### src/hdl/jbsd_pkg.sv
// jbsd_pkg: shared types, codes and jamo tables of the johab byte stream decoder
// no dependencies; imported by every module of the block
`timescale 1ns / 1ps

package jbsd_pkg;

  localparam int unsigned QueueDepth = 2;

  typedef enum logic [1:0] {
    KIND_CHAR    = 2'd0,
    KIND_KSX     = 2'd1,
    KIND_INVALID = 2'd2,
    KIND_TRUNC   = 2'd3
  } kind_e;

  typedef enum logic [1:0] {
    OP_CHAR   = 2'd0,
    OP_TRUNC  = 2'd1,
    OP_HANGUL = 2'd2,
    OP_KSX    = 2'd3
  } op_e;

  typedef struct packed {
    op_e        op;
    logic [7:0] lead;
    logic [7:0] data;
  } pair_t;

  localparam logic [7:0] LeadHangulEnd = 8'hd8;
  localparam logic [4:0] PosFillInit   = 5'd1;
  localparam logic [4:0] PosFillMed    = 5'd2;
  localparam logic [4:0] PosFillFin    = 5'd1;
  localparam logic [15:0] SyllableBase = 16'hac00;
  localparam logic [15:0] JamoBase     = 16'h3100;
  localparam logic [15:0] IdeoSpace    = 16'h3000;

  localparam logic [7:0] InitJamo [32] = '{
    8'h00, 8'h00, 8'h31, 8'h32, 8'h34, 8'h37, 8'h38, 8'h39,
    8'h41, 8'h42, 8'h43, 8'h45, 8'h46, 8'h47, 8'h48, 8'h49,
    8'h4a, 8'h4b, 8'h4c, 8'h4d, 8'h4e, 8'h00, 8'h00, 8'h00,
    8'h00, 8'h00, 8'h00, 8'h00, 8'h00, 8'h00, 8'h00, 8'h00};
  localparam logic [7:0] MedJamo [32] = '{
    8'h00, 8'h00, 8'h00, 8'h4f, 8'h50, 8'h51, 8'h52, 8'h53,
    8'h00, 8'h00, 8'h54, 8'h55, 8'h56, 8'h57, 8'h58, 8'h59,
    8'h00, 8'h00, 8'h5a, 8'h5b, 8'h5c, 8'h5d, 8'h5e, 8'h5f,
    8'h00, 8'h00, 8'h60, 8'h61, 8'h62, 8'h63, 8'h00, 8'h00};
  localparam logic [7:0] FinJamo [32] = '{
    8'h00, 8'h00, 8'h31, 8'h32, 8'h33, 8'h34, 8'h35, 8'h36,
    8'h37, 8'h39, 8'h3a, 8'h3b, 8'h3c, 8'h3d, 8'h3e, 8'h3f,
    8'h40, 8'h41, 8'h00, 8'h42, 8'h44, 8'h45, 8'h46, 8'h47,
    8'h48, 8'h4a, 8'h4b, 8'h4c, 8'h4d, 8'h4e, 8'h00, 8'h00};

  localparam logic [4:0] InitIdx [32] = '{
    5'd0, 5'd0, 5'd0, 5'd1, 5'd2, 5'd3, 5'd4, 5'd5,
    5'd6, 5'd7, 5'd8, 5'd9, 5'd10, 5'd11, 5'd12, 5'd13,
    5'd14, 5'd15, 5'd16, 5'd17, 5'd18, 5'd0, 5'd0, 5'd0,
    5'd0, 5'd0, 5'd0, 5'd0, 5'd0, 5'd0, 5'd0, 5'd0};
  localparam logic [4:0] MedIdx [32] = '{
    5'd0, 5'd0, 5'd0, 5'd0, 5'd1, 5'd2, 5'd3, 5'd4,
    5'd0, 5'd0, 5'd5, 5'd6, 5'd7, 5'd8, 5'd9, 5'd10,
    5'd0, 5'd0, 5'd11, 5'd12, 5'd13, 5'd14, 5'd15, 5'd16,
    5'd0, 5'd0, 5'd17, 5'd18, 5'd19, 5'd20, 5'd0, 5'd0};
  localparam logic [4:0] FinIdx [32] = '{
    5'd0, 5'd0, 5'd1, 5'd2, 5'd3, 5'd4, 5'd5, 5'd6,
    5'd7, 5'd8, 5'd9, 5'd10, 5'd11, 5'd12, 5'd13, 5'd14,
    5'd15, 5'd16, 5'd0, 5'd17, 5'd18, 5'd19, 5'd20, 5'd21,
    5'd22, 5'd23, 5'd24, 5'd25, 5'd26, 5'd27, 5'd0, 5'd0};

endpackage

### src/hdl/johab_byte_stream_decoder_top.sv
// Johab byte stream decoder: one byte in per cycle while the queue has room, one code
// point or flag out per byte that completes a character. A lead byte (0x80 and up) is
// held and gives no result until its trail arrives; a lead on the last byte of a stream
// is flagged truncated. Sustained rate is one byte per cycle while results are taken:
// the front stage classifies a byte in the cycle it is accepted, a queue of QueueDepth
// entries parts it from the back stage, which decodes one entry per cycle when not
// stalled (jamo tables and two constant multiplies) into the output register. A result
// is registered in the queue entry and then in the output register.
// depends on jbsd_pkg, jbsd_front, jbsd_queue, jbsd_back
`timescale 1ns / 1ps

module johab_byte_stream_decoder_top #(
  parameter int unsigned QueueDepth = jbsd_pkg::QueueDepth
) (
  input  logic        clk_i,
  input  logic        rst_ni,
  input  logic        in_valid_i,
  output logic        in_ready_o,
  input  logic [7:0]  in_byte_i,
  input  logic        stream_end_i,
  output logic        out_valid_o,
  input  logic        out_ready_i,
  output logic [15:0] code_value_o,
  output logic [1:0]  result_kind_o
);
  import jbsd_pkg::*;

  logic  push, pop, q_full, q_empty;
  pair_t push_data, pop_data;
  kind_e kind;

  jbsd_front u_front (
    .clk_i        (clk_i),
    .rst_ni       (rst_ni),
    .in_valid_i   (in_valid_i),
    .in_ready_o   (in_ready_o),
    .in_byte_i    (in_byte_i),
    .stream_end_i (stream_end_i),
    .q_full_i     (q_full),
    .push_o       (push),
    .push_data_o  (push_data)
  );

  jbsd_queue #(
    .Depth (QueueDepth)
  ) u_queue (
    .clk_i       (clk_i),
    .rst_ni      (rst_ni),
    .push_i      (push),
    .push_data_i (push_data),
    .full_o      (q_full),
    .pop_i       (pop),
    .empty_o     (q_empty),
    .pop_data_o  (pop_data)
  );

  jbsd_back u_back (
    .clk_i         (clk_i),
    .rst_ni        (rst_ni),
    .q_empty_i     (q_empty),
    .q_data_i      (pop_data),
    .pop_o         (pop),
    .out_valid_o   (out_valid_o),
    .out_ready_i   (out_ready_i),
    .code_value_o  (code_value_o),
    .result_kind_o (kind)
  );

  assign result_kind_o = 2'(kind);

endmodule

### src/hdl/jbsd_front.sv
// jbsd_front: accepts bytes, holds a pending lead byte and classifies each transaction
// depends on jbsd_pkg
`timescale 1ns / 1ps

module jbsd_front (
  input  logic           clk_i,
  input  logic           rst_ni,
  input  logic           in_valid_i,
  output logic           in_ready_o,
  input  logic [7:0]     in_byte_i,
  input  logic           stream_end_i,
  input  logic           q_full_i,
  output logic           push_o,
  output jbsd_pkg::pair_t push_data_o
);
  import jbsd_pkg::*;

  logic       lead_pending_q, lead_pending_d;
  logic [7:0] lead_byte_q, lead_byte_d;
  logic       accept;

  assign in_ready_o = !q_full_i;
  assign accept     = in_valid_i && in_ready_o;

  always_comb begin
    lead_pending_d   = lead_pending_q;
    lead_byte_d      = lead_byte_q;
    push_o           = 1'b0;
    push_data_o.op   = OP_CHAR;
    push_data_o.lead = lead_byte_q;
    push_data_o.data = in_byte_i;
    if (accept) begin
      if (lead_pending_q) begin
        push_o         = 1'b1;
        push_data_o.op = (lead_byte_q < LeadHangulEnd) ? OP_HANGUL : OP_KSX;
        lead_pending_d = 1'b0;
        lead_byte_d    = 8'h00;
      end else if (!in_byte_i[7]) begin
        push_o = 1'b1;
      end else if (stream_end_i) begin
        push_o         = 1'b1;
        push_data_o.op = OP_TRUNC;
      end else begin
        lead_pending_d = 1'b1;
        lead_byte_d    = in_byte_i;
      end
    end
  end

  always_ff @(posedge clk_i or negedge rst_ni) begin
    if (!rst_ni) begin
      lead_pending_q <= 1'b0;
      lead_byte_q    <= 8'h00;
    end else begin
      lead_pending_q <= lead_pending_d;
      lead_byte_q    <= lead_byte_d;
    end
  end

endmodule

### src/hdl/jbsd_queue.sv
// jbsd_queue: short first-in first-out queue of classified transactions
// depends on jbsd_pkg
`timescale 1ns / 1ps

module jbsd_queue #(
  parameter int unsigned Depth = jbsd_pkg::QueueDepth
) (
  input  logic           clk_i,
  input  logic           rst_ni,
  input  logic           push_i,
  input  jbsd_pkg::pair_t push_data_i,
  output logic           full_o,
  input  logic           pop_i,
  output logic           empty_o,
  output jbsd_pkg::pair_t pop_data_o
);
  import jbsd_pkg::*;

  localparam int unsigned PtrW = (Depth > 1) ? $clog2(Depth) : 1;
  localparam int unsigned CntW = $clog2(Depth + 1);
  localparam logic [PtrW-1:0] LastPtr = PtrW'(Depth - 1);
  localparam logic [CntW-1:0] FullCnt = CntW'(Depth);

  pair_t           mem_q [Depth];
  logic [PtrW-1:0] wr_ptr_q, wr_ptr_d, rd_ptr_q, rd_ptr_d;
  logic [CntW-1:0] count_q, count_d;
  logic            do_push, do_pop;

  assign full_o     = (count_q == FullCnt);
  assign empty_o    = (count_q == '0);
  assign do_push    = push_i && !full_o;
  assign do_pop     = pop_i && !empty_o;
  assign pop_data_o = mem_q[rd_ptr_q];

  always_comb begin
    wr_ptr_d = wr_ptr_q;
    rd_ptr_d = rd_ptr_q;
    count_d  = count_q;
    if (do_push) begin
      wr_ptr_d = (wr_ptr_q == LastPtr) ? '0 : wr_ptr_q + 1'b1;
    end
    if (do_pop) begin
      rd_ptr_d = (rd_ptr_q == LastPtr) ? '0 : rd_ptr_q + 1'b1;
    end
    if (do_push && !do_pop) begin
      count_d = count_q + 1'b1;
    end else if (do_pop && !do_push) begin
      count_d = count_q - 1'b1;
    end
  end

  always_ff @(posedge clk_i or negedge rst_ni) begin
    if (!rst_ni) begin
      wr_ptr_q <= '0;
      rd_ptr_q <= '0;
      count_q  <= '0;
    end else begin
      wr_ptr_q <= wr_ptr_d;
      rd_ptr_q <= rd_ptr_d;
      count_q  <= count_d;
    end
  end

  always_ff @(posedge clk_i) begin
    if (do_push) begin
      mem_q[wr_ptr_q] <= push_data_i;
    end
  end

endmodule

### src/hdl/jbsd_back.sv
// jbsd_back: while not stalled, decodes one queued transaction per cycle into a register
// depends on jbsd_pkg
`timescale 1ns / 1ps

module jbsd_back (
  input  logic            clk_i,
  input  logic            rst_ni,
  input  logic            q_empty_i,
  input  jbsd_pkg::pair_t q_data_i,
  output logic            pop_o,
  output logic            out_valid_o,
  input  logic            out_ready_i,
  output logic [15:0]     code_value_o,
  output jbsd_pkg::kind_e result_kind_o
);
  import jbsd_pkg::*;

  logic        out_valid_q;
  logic [15:0] code_q, code_d;
  kind_e       kind_q, kind_d;

  logic [7:0]  c, t;
  logic [4:0]  pi, pm, pf, fin_sel;
  logic        fi, fm, ff, li, lm, lf;
  logic [15:0] syllable;
  logic [8:0]  row;
  logic [7:0]  col;
  logic        ks_bad;

  assign c  = q_data_i.lead;
  assign t  = q_data_i.data;
  assign pi = c[6:2];
  assign pm = {c[1:0], t[7:5]};
  assign pf = t[4:0];
  assign fi = (pi == PosFillInit);
  assign fm = (pm == PosFillMed);
  assign ff = (pf == PosFillFin);
  assign li = (InitJamo[pi] != 8'h00);
  assign lm = (MedJamo[pm] != 8'h00);
  assign lf = (FinJamo[pf] != 8'h00);
  assign fin_sel  = ff ? 5'd0 : FinIdx[pf];
  assign syllable = SyllableBase + 16'(InitIdx[pi]) * 16'd588
                  + 16'(MedIdx[pm]) * 16'd28 + 16'(fin_sel);

  assign pop_o = !q_empty_i && (!out_valid_q || out_ready_i);

  always_comb begin
    ks_bad = (c == 8'hd8) || (c == 8'hdf) || (c > 8'hf9) || (t < 8'h31)
           || (t inside {[8'h80:8'h90]}) || (t[6:0] == 7'h7f)
           || ((c == 8'hda) && (t inside {[8'ha1:8'hd3]}));
    row = (c < 8'he0) ? {c - 8'hd9, 1'b0} : {c, 1'b0} - 9'h197;
    col = (t < 8'h91) ? t - 8'h31 : t - 8'h43;
    if (col >= 8'h5e) begin
      row = row + 9'd1;
      col = col - 8'h5e;
    end
  end

  always_comb begin
    code_d = 16'h0000;
    kind_d = KIND_INVALID;
    case (q_data_i.op)
      OP_CHAR: begin
        code_d = {8'h00, t};
        kind_d = KIND_CHAR;
      end
      OP_TRUNC: begin
        kind_d = KIND_TRUNC;
      end
      OP_HANGUL: begin
        if (!(fi || li) || !(fm || lm) || !(ff || lf)) begin
          kind_d = KIND_INVALID;
        end else if (fi) begin
          if (fm) begin
            code_d = ff ? IdeoSpace : (JamoBase | {8'h00, FinJamo[pf]});
            kind_d = KIND_CHAR;
          end else if (ff) begin
            code_d = JamoBase | {8'h00, MedJamo[pm]};
            kind_d = KIND_CHAR;
          end
        end else if (fm) begin
          if (ff) begin
            code_d = JamoBase | {8'h00, InitJamo[pi]};
            kind_d = KIND_CHAR;
          end
        end else begin
          code_d = syllable;
          kind_d = KIND_CHAR;
        end
      end
      OP_KSX: begin
        if (!ks_bad) begin
          code_d = {row[7:0] + 8'h21, col + 8'h21};
          kind_d = KIND_KSX;
        end
      end
      default: begin
        kind_d = KIND_INVALID;
      end
    endcase
  end

  always_ff @(posedge clk_i or negedge rst_ni) begin
    if (!rst_ni) begin
      out_valid_q <= 1'b0;
    end else if (pop_o) begin
      out_valid_q <= 1'b1;
    end else if (out_ready_i) begin
      out_valid_q <= 1'b0;
    end
  end

  always_ff @(posedge clk_i) begin
    if (pop_o) begin
      code_q <= code_d;
      kind_q <= kind_d;
    end
  end

  assign out_valid_o   = out_valid_q;
  assign code_value_o  = code_q;
  assign result_kind_o = kind_q;

endmodule

### config.mk
export PLATFORM = sky130hd
export DESIGN_NAME = johab_byte_stream_decoder_top
export DESIGN_NICKNAME = d
export VERILOG_FILES = /design/src/hdl/jbsd_pkg.sv /design/src/hdl/johab_byte_stream_decoder_top.sv /design/src/hdl/jbsd_front.sv /design/src/hdl/jbsd_queue.sv /design/src/hdl/jbsd_back.sv
export SDC_FILE = /design/constraint.sdc
export NUM_CORES = 1
export LEC_CHECK = 0
export BUFFER_PORTS_ARGS = -buffer_cell sky130_fd_sc_hd__clkbuf_2
export CORE_MARGIN = 2
export CORE_UTILIZATION = 45
export CTS_CLUSTER_SIZE = 12
export DETAILED_ROUTE_END_ITERATION = 8
export GPL_TIMING_DRIVEN = 0
export PLACE_DENSITY = 0.61
export SYNTH_ARGS = -nofsm -noshare
export SYNTH_HDL_FRONTEND = slang
export SYNTH_SLANG_ARGS = --single-unit
### constraint.sdc
create_clock -name clk_i -period 9.05 [get_ports clk_i]
set_input_delay 2.2625 -clock clk_i [delete_from_list [all_inputs] [get_ports clk_i]]
set_output_delay 2.2625 -clock clk_i [all_outputs]
set_load 0.02 [all_outputs]
# Word-level counts from Yosys, hierarchy flattened

Memory sizes are Yosys's and may differ from the RTL's.
Cells that the tools add are included.

Word-level logic and storage cells: 154
Register bits after elaboration: 32
Output and inout bits: 20
Input port bits: 13
Memory bits (writable): 36
Memories: 7
Memory bits (read-only): 1,248

Equal/unequal tests: 12
Reductions and logical operators: 38
Multiplexer cells: 56
$mul: 2
$lt $le $gt $ge: 13
Bitwise gates (word level): 3
Add/subtract/negate cells: 15

Memories:

| name             | words | bits a word | rd ports | clocked after Yosys merged registers in | write ports | RTL line        | text |
|---|---|---|---|---|---|---|---|
| (name not given) | 32    | 8           | 1        | 0                                       | 0           | jbsd_back.sv:75 | `code_d = ff ? IdeoSpace : (JamoBase \| {8'h00, FinJamo[pf]});` |
| (name not given) | 32    | 8           | 1        | 0                                       | 0           | jbsd_back.sv:78 | `code_d = JamoBase \| {8'h00, MedJamo[pm]};` |
| (name not given) | 32    | 8           | 1        | 0                                       | 0           | jbsd_back.sv:38 | `assign li = (InitJamo[pi] != 8'h00);` |
| (name not given) | 32    | 5           | 1        | 0                                       | 0           | jbsd_back.sv:43 | `+ 16'(MedIdx[pm]) * 16'd28 + 16'(fin_sel);` |
| (name not given) | 32    | 5           | 1        | 0                                       | 0           | jbsd_back.sv:42 | `assign syllable = SyllableBase + 16'(InitIdx[pi]) * 16'd588` |
| (name not given) | 32    | 5           | 1        | 0                                       | 0           | jbsd_back.sv:41 | `assign fin_sel = ff ? 5'd0 : FinIdx[pf];` |
| 1 more memories  | --    | --          | --       | --                                      | --          | --              |  |

Operator list:

| kind                   | count |
|---|---|
| $mux 8                 | 13 |
| $mux 16                | 5 |
| $pmux 16 s3            | 1 |
| $mux 5                 | 7 |
| $mux 14                | 2 |
| $eq 8x8->1 const B     | 3 |
| $lt 8x8->1 const B     | 3 |
| $reduce_bool 8->1      | 3 |
| $mux 2                 | 11 |
| $ge 6x6->1 const B     | 3 |
| $not 5->6              | 3 |
| $add 16x10->16         | 1 |
| $add 16x15->16 const A | 1 |
| $add 16x5->16          | 1 |
| $add 8x6->8 const B    | 2 |
| $ge 8x8->1 const B     | 2 |
| $le 8x8->1 const B     | 2 |
| $sub 8x7->8 const B    | 2 |
| $mux 1                 | 15 |
| $mul 5x8->13 const B   | 1 |
| $logic_or 1x1->1       | 12 |
| $eq 5x1->1 const B     | 2 |
| $logic_and 1x1->1      | 9 |
| $mux 9                 | 1 |
| 21 further kinds       | 34 |

# Logic depth before layout (Yosys ltp)

Gate-level depths: netlist of the first run.
An unclocked memory read counts as a cell.

Depth in word-level cells: 13
Depth in mapped cells: 28
Depth with buffers taken out: 26

# Cells and area by module

Synthesis of the first run repeated with hierarchy kept, for this count alone.

Cells, all modules: 829
Area, all modules: 7,425.9 sq um

Modules (own cells, without submodules):

| module     | sequential area each (sq um) | area each (sq um) | instances | cells each |
|---|---|---|---|---|
| jbsd_back  | 565.5                        | 5,412.7           | 1         | 712 |
| jbsd_queue | 1,181.1                      | 1,545.2           | 1         | 75 |
| jbsd_front | 225.2                        | 467.9             | 1         | 42 |

# Least setup slack after synthesis of the first run

OpenSTA, ideal clock, no wires.

Path type: flip-flop to flip-flop
Start point: reg u_queue.rd_ptr_q
End point: reg u_back.code_q[13] (netlist: u_back.code_value_o[13]), data pin
Clock period less this slack: 6,207 ps
Slack: 2,843 ps
Setup time: 256 ps
Cell stages (with the launch flop): 26
Buffers on the path: 5
Required time: 8,794 ps
Data arrival time: 5,951 ps
Cells stage by stage: dfrtp_1 -> buf_6 -> buf_4 -> buf_2 -> buf_2 -> mux2i_1 -> clkbuf_1 -> nand2_1 -> o21ai_0 -> ha_1 -> ha_1 -> ha_1 -> ha_1 -> a21o_1 -> a21oi_1 -> o21bai_1 -> a21oi_1 -> xnor2_1 -> inv_1 -> ha_1 -> a21oi_1 -> o21ai_0 -> a221oi_1 -> xnor2_1 -> o21ai_0 -> a22o_1

Longest elaborated chain between the ends: 13
Elaborated cells on any way between the ends: 84
Classes of those cells: add/sub (9); mul (2); order compare (9); eq/ne (9); mux (24); bitwise (3); reduce/logical (21); memory (7)

Ends and longest elaborated chain:

| item                                      | RTL line                         | text |
|---|---|---|
| start: declaration                        | jbsd_queue.sv:25                 | `logic [PtrW-1:0] wr_ptr_q, wr_ptr_d, rd_ptr_q, rd_ptr_d;` |
| start signal: assignment                  | jbsd_queue.sv:59                 | `rd_ptr_q <= rd_ptr_d;` |
| $mem_v2 2x18 (*)                          | --                               |  |
| $not 5->6 (implied by the code)           | jbsd_back.sv:38, jbsd_back.sv:42 |  |
| $mem_v2 32x5                              | --                               |  |
| $mux 5 (implied by the code) (2 in a row) | jbsd_back.sv:42                  |  |
| $mul 5x8->13                              | jbsd_back.sv:42                  |  |
| $add 16x15->16                            | jbsd_back.sv:42                  |  |
| $add 16x10->16                            | jbsd_back.sv:43                  |  |
| $add 16x5->16                             | jbsd_back.sv:43                  |  |
| $mux 16                                   | jbsd_back.sv:81                  | `end else if (fm) begin` |
| $mux 16                                   | jbsd_back.sv:73                  | `end else if (fi) begin` |
| $mux 16                                   | jbsd_back.sv:71                  | `if (!(fi \|\| li) \|\| !(fm \|\| lm) \|\| !(ff \|\| lf)) begin` |
| $pmux 16 s3 (*)                           | jbsd_back.sv:62                  | `case (q_data_i.op)` |
| named net u_back.code_d[13]               | jbsd_back.sv:19                  | `logic [15:0] code_q, code_d;` |
| end signal: assignment                    | jbsd_back.sv:115                 | `code_q <= code_d;` |
| end: declaration                          | jbsd_back.sv:19                  |  |

The timed path passes the listed nets; every way through them passes the cells marked *. The select of a mux whose other input is x is not followed.
A chain may end at the register's enable or synchronous reset.

# Worst setup path in the final report of the first run

Same ends and word-level chain as after synthesis.

==> out/qor.yml, run 1 <==
holdCritPathClass: "reg2reg"
finalSetupViolations: 0
worst_pin_slew_ns: 1.16
wl_per_cell_um: 19.8
clkTransAtPathRegs_ns: 0.06
cts_resized: 0
mostFrequentLayoutCells: "90 x ha_1, 76 x nand2_1, 65 x o21ai_0, 65 x a21oi_1, 54 x edfxtp_1"
syn_to_final_growth_pct: 10.3
skew_ns: 0.00582
synth_top_area_share_pct: 22.3
synth_edf_count: 54
drc: 0
fmax_ghz: 0.128
layout.cells.most_common: "ha_1"
place_ws_ns: 1.38
min_path_cells: 0
drt_pre_antenna_iters: 5
grt.overflow.total: 0
grt_pass1_vias: 6306
r2r_slack_ns: 1.21
vias_per_cell: 6.10
synth_area_leaders: "edfxtp_1 22%, ha_1 15%, xnor2_1 5.7%, dfrtp_1 4.8%, a21oi_1 4.5%"
ys_async_sr_fraction_pct: 20.6
track_usage_pct: 24.7
cts_sinks: 68
ys_warn_count: 0
synth_cells: 815
nets: 971
cap_viol_max_count: 0
netlist_area_sq_mm: 0.00728
coreArea_sq_mm: 0.0158
rows: 46
worstSetupEndpointType: "flip-flop"
start_util_pct: 46.0
cts_tree: "built"
path_max_fanout: 10
finalCritPeriodShare_pct: 86.6
dieArea_sq_mm: 0.0172
synth_cell_types: 82
dpl_cell_area_sq_mm: 0.00775
h-tree-depth: 3
ys_seq_area_share_pct: 27.1
synth_flop_cell: "edfxtp_1"
rsz0062_at_grt: "no"
hold_slack_ns: 0.474
antenna_found_initial: 0
synth_seq_cells: 68
clk-insertion-delay-late_ns: 0.33
slew_headroom_pct: 20.8
die_y_um: 131
post_cts.repair.setup_buffers: 0
setup_slack_ns: 1.21
cts_max_path_buffers: 2
cts_buffers: 9
initialDrtViolationCount: 648
syn_nets: 926
critical_path_class: "reg2reg"
grt_pass1_wl_mm: 33.9
period_needed_ns: 7.84
fp.dieW_um: 131
maxSlewViolCount: 0
drive_above_1_share_pct: 9.83
avgSynthCellArea_sq_um: 8.93
dpl.hpwl_mm: 16.9
finalSetupTns_ns: 0
cts_hold_buf: 0
cts_root_buffer: "clkbuf_16"
final_area_sq_mm: 0.00803
port_buffers: 32
via_count: 6591
required_ns: 9.14
grt_max_degree: 19
n_antenna_cell: 0
postRouteWirelength_mm: 21.4
ioPinCount: 33
outcome: "finished clean"
critPathLaunchType: "flip-flop"
synth_area_leader_cell: "edfxtp_1"
ant_nets: 0
hold_viol: 0
critical_path_arrival_ns: 7.92
place.gp.congestion: 0.954
ff2ff_path_depth: 25
==> per-stage QoR <==
step,utilization (%),instances
after detailed placement,48.9,1065
after global routing,50.7,1081
after CTS,50.7,1081
final,50.7,1081
after floorplan,-,815
after global placement,48.7,1063
==> metal layers <==
layer | track usage, % | routed length [um]
met3 | 4.17 | 1360
met2 | 42.5 | 10300
met5 | 0 | 0
met1 | 32.5 | 9360
met4 | 5.68 | 353
==> critical path, cell delays in order (launching register included) <==
cell,delay (ns)
dfrtp_1,0.42
buf_6,0.17
buf_4,0.19
buf_2,0.33
mux2i_1,0.98
inv_1,0.40
ha_1,0.41
o21ai_0,0.17
o21ai_0,0.28
ha_1,0.31
ha_1,0.28
ha_1,0.28
ha_1,0.34
a21o_1,0.19
a21oi_1,0.28
o21bai_1,0.10
a21oi_1,0.29
xnor2_1,0.33
inv_1,0.17
ha_1,0.35
a21oi_1,0.16
o21ai_0,0.19
a221oi_1,0.41
xnor2_1,0.16
o21ai_0,0.12
a22o_1,0.26
==> Yosys cell counts, drive strengths merged (8+ instances only) <==
master,number
o211ai,12
nand2b,19
a21o,12
buf,11
nand3,23
ha,90
dfrtp,14
mux2,8
xnor2,49
mux2i,28
inv,43
o21ai,69
clkbuf,20
fa,8
nand2,76
a21oi,66
nor2,51
xor2,19
edfxtp,54
o22ai,8
==> cell families after synthesis <==
group / after synthesis / share of synthesized area [%]
AOI/OAI and AO/OA: 250 / 22.5
xor gates and xnor gates: 68 / 8.49
adders and majority gates: 98 / 17.7
buffers and inverters: 76 / 4.30
DFF: 68 / 27.1
muxes: 37 / 5.45
and+or+nand+nor: 218 / 14.5
==> final cells by class <==
class / count / area, sq um
Buffer: 31 / 144
Clock buffer: 13 / 262
Tap cell: 216 / 270
Timing Repair Buffer: 34 / 190
Fill cell: 1520 / 7800
Inverter: 45 / 169
Sequential cell: 68 / 1970
Clock inverter: 3 / 20.0
Multi-Input combinational cell: 671 / 5000
==> worst paths after layout <==
path,startpoint,endpoint
max,u_queue.rd_ptr_q$_DFFE_PN0P_,u_back.code_value_o[13]$_DFFE_PP_
max reg2reg,u_queue.rd_ptr_q$_DFFE_PN0P_,u_back.code_value_o[13]$_DFFE_PP_
max in group asynchronous,rst_ni,u_front.lead_byte_q[1]$_DFFE_PN0P_
min in group asynchronous,rst_ni,u_front.lead_byte_q[7]$_DFFE_PN0P_
min reg2reg,u_front.lead_byte_q[2]$_DFFE_PN0P_,u_queue.mem_q[1][10]$_DFFE_PP_
min,u_front.lead_byte_q[2]$_DFFE_PN0P_,u_queue.mem_q[1][10]$_DFFE_PP_
==> sequential cells by signal (all words and copies together), names as in the netlist <==
| name | count |
|---|---|
| u_front.lead_byte_q | 8 |
| u_back.code_value_o | 16 |
| u_front.lead_pending_q | 1 |
| u_back.result_kind_o | 2 |
| u_back.out_valid_o | 1 |
| u_queue.count_q | 2 |
| u_queue.rd_ptr_q | 1 |
| u_queue.wr_ptr_q | 1 |
| u_queue.mem_q | 36 |
Power of run 1 is left out: the tool's default activity adds up to more than one toggle a clock period on the data nets, which glitch-free logic cannot reach.
==> run 2: changes to the inputs <==
CORE_MARGIN = not set   (was 2)
CTS_CLUSTER_DIAMETER = 30   (was not set)
clock period = 7.7 ns   (was 9.05 ns; I/O delays follow)
==> run 2 against run 1 <==
Non-clock buffer count fell by 2. Clock skew rose by 0.0021 ns. Largest cell class unchanged. Critical path type unchanged. First-iteration DRC count rose by 8.6%. Final area rose by 0.33%. Global-route usage rose by 1.7 points. Count of clock-buffer cells in the layout fell by 1.
==> out/qor.yml, run 2 (synthesis results as in run 1) <==
outcome: "finished clean"  # unchanged
max_flop_register: "u_queue.mem_q"  # unchanged
finalSetupTns_ns: 0  # unchanged
ant_nets: 0  # unchanged
wl_per_cell_um: 20.1  # was 19.8 um
required_ns: 7.78  # was 9.14 ns
cts_resized: 0  # unchanged
fmax_ghz: 0.137  # was 0.128 GHz
nFillCells: 1488  # was 1520
rsz0062_at_grt: "no"  # unchanged
period_needed_ns: 7.31  # was 7.84 ns
cts_max_path_buffers: 2  # unchanged
finalCritPeriodShare_pct: 95.0  # was 86.6%
skew_ns: 0.00792  # was 0.00582 ns
post_cts.repair.setup_buffers: 0  # unchanged
syn_to_final_growth_pct: 10.6  # was 10.3%
cts_tree: "built"  # unchanged
ioPinCount: 33  # unchanged
ff2ff_path_depth: 25  # unchanged
nets: 969  # was 971
mostFrequentLayoutCells: "90 x ha_1, 76 x nand2_1, 65 x a21oi_1"  # was 90 x ha_1, 76 x nand2_1, 65 x o21ai_0, 65 x a21oi_1, 54 x edfxtp_1
cts_hold_buf: 0  # unchanged
h-tree-depth: 3  # unchanged
r2r-start: "u_queue.rd_ptr_q$_DFFE_PN0P_"  # unchanged
hold_path_end: "u_queue.mem_q[0][10]$_DFFE_PP_"  # was u_queue.mem_q[1][10]$_DFFE_PP_
fp.dieW_um: 129  # was 131 um
place.gp.congestion: 0.963  # was 0.954
min-delay-start: "u_front.lead_byte_q[2]$_DFFE_PN0P_"  # unchanged
grt_max_degree: 19  # unchanged
die_y_um: 129  # was 131 um
drt_pre_antenna_iters: 5  # unchanged
vias_per_cell: 6.06  # was 6.10
via_count: 6535  # was 6591
dpl.hpwl_mm: 16.9  # about the same
critical_path_arrival_ns: 7.40  # was 7.92 ns
drive_above_1_share_pct: 10.5  # was 9.83%
layout.cells.most_common: "ha_1"  # unchanged
cts_root_buffer: "clkbuf_16"  # unchanged
n_antenna_cell: 0  # unchanged
coreArea_sq_mm: 0.0158  # unchanged
hold_viol: 0  # unchanged
grt.overflow.total: 0  # unchanged
critPathLaunchType: "flip-flop"  # unchanged
holdCritPathClass: "reg2reg"  # unchanged
rows: 46  # unchanged
setup_slack_ns: 0.388  # was 1.21 ns
dieArea_sq_mm: 0.0167  # was 0.0172 sq mm
clk-insertion-delay-late_ns: 0.34  # was 0.33 ns
drc: 0  # unchanged
largest_reg_flops: 36  # unchanged
timing.rr.end: "u_back.code_value_o[13]$_DFFE_PP_"  # unchanged
initialDrtViolationCount: 704  # was 648
cts_buffers: 9  # unchanged
grt_pass1_wl_mm: 33.6  # was 33.9 mm
worst_pin_slew_ns: 1.07  # was 1.16 ns
start_util_pct: 46.0  # unchanged
path_max_fanout: 12  # was 10
track_usage_pct: 26.3  # was 24.7%
cts_sinks: 68  # unchanged
maxSlewViolCount: 0  # unchanged
port_buffers: 32  # unchanged
critical_path_class: "reg2reg"  # unchanged
clkTransAtPathRegs_ns: 0.06  # about the same
postRouteWirelength_mm: 21.7  # was 21.4 mm
place_ws_ns: 0.0785  # was 1.38 ns
min_path_cells: 0  # unchanged
antenna_found_initial: 0  # unchanged
cap_viol_max_count: 0  # unchanged
worstSetupEndpointType: "flip-flop"  # unchanged
slew_headroom_pct: 26.8  # was 20.8%
r2r_slack_ns: 0.39  # was 1.21 ns
finalSetupViolations: 0  # unchanged
grt_pass1_vias: 6166  # was 6306
## run 2: cell count changes in the layout (fill, tap and decap cells not counted), sizes merged
cell | previous run | this run
clkbuf | 65 | 64
inv | 44 | 46
buf | 13 | 11
clkinv | 4 | 3
## run 2: critical path, stage by stage, from the launching register on
cell and delay [ns]:
dfrtp_1 0.41, buf_6 0.17, buf_4 0.20, buf_2 0.35, mux2i_4 0.55, clkinv_1 0.41
ha_1 0.37, o21ai_0 0.16, o21ai_0 0.30, ha_1 0.32, ha_1 0.27, ha_1 0.28
ha_1 0.34, a21o_1 0.19, a21oi_1 0.27, o21bai_1 0.12, a21oi_1 0.25, xnor2_1 0.32
inv_1 0.16, ha_1 0.37, a21oi_1 0.14, o21ai_0 0.15, a221oi_1 0.42, xnor2_1 0.16
o21ai_0 0.09, a22o_1 0.25
## run 2: final cells by class
type / instances / area (sq um) / area share [%]
timing repair buffer: 32 / 160 / 1.99
buffer: 31 / 145 / 1.80
clock buffer: 12 / 278 / 3.45
tap: 216 / 270 / 3.36
sequential: 68 / 1970 / 24.5
inverter: 45 / 169 / 2.10
multi-input combinational: 671 / 5030 / 62.5
clock inverter: 4 / 26.3 / 0.326
## run 2: per-layer routing
layer | track usage, % | routed length, um
met2 | 46.5 | 10900
met5 | 0 | 0
met4 | 6.71 | 381
met1 | 33.9 | 9370
met3 | 3.39 | 1040
## run 2: how the worst max path moves through the flow
| stage | end | cells after the start | from |
|---|---|---|---|
| global route | u_back.code_value_o[13]$_DFFE_PP_ | 25 | u_queue.rd_ptr_q$_DFFE_PN0P_ |
| floorplan | u_back.code_value_o[13]$_DFFE_PP_ | 25 | u_queue.rd_ptr_q$_DFFE_PN0P_ |
| global placement | u_back.code_value_o[13]$_DFFE_PP_ | 25 | u_queue.rd_ptr_q$_DFFE_PN0P_ |
| CTS | u_back.code_value_o[13]$_DFFE_PP_ | 25 | u_queue.rd_ptr_q$_DFFE_PN0P_ |
| finish | u_back.code_value_o[13]$_DFFE_PP_ | 25 | u_queue.rd_ptr_q$_DFFE_PN0P_ |
| detailed placement | u_back.code_value_o[13]$_DFFE_PP_ | 25 | u_queue.rd_ptr_q$_DFFE_PN0P_ |
## run 2: metrics by stage
stage	util (%)	hold slack, ns	instances	cell area, sq um
after detailed placement	48.8	0.470	1063	7720
after global placement	48.7	0.449	1063	7710
after global routing	50.9	0.502	1079	8050
after floorplan	-	0.442	815	7280
final	50.9	0.480	1079	8050
after CTS	50.7	0.485	1079	8020
Power of run 2 is left out for the same reason.
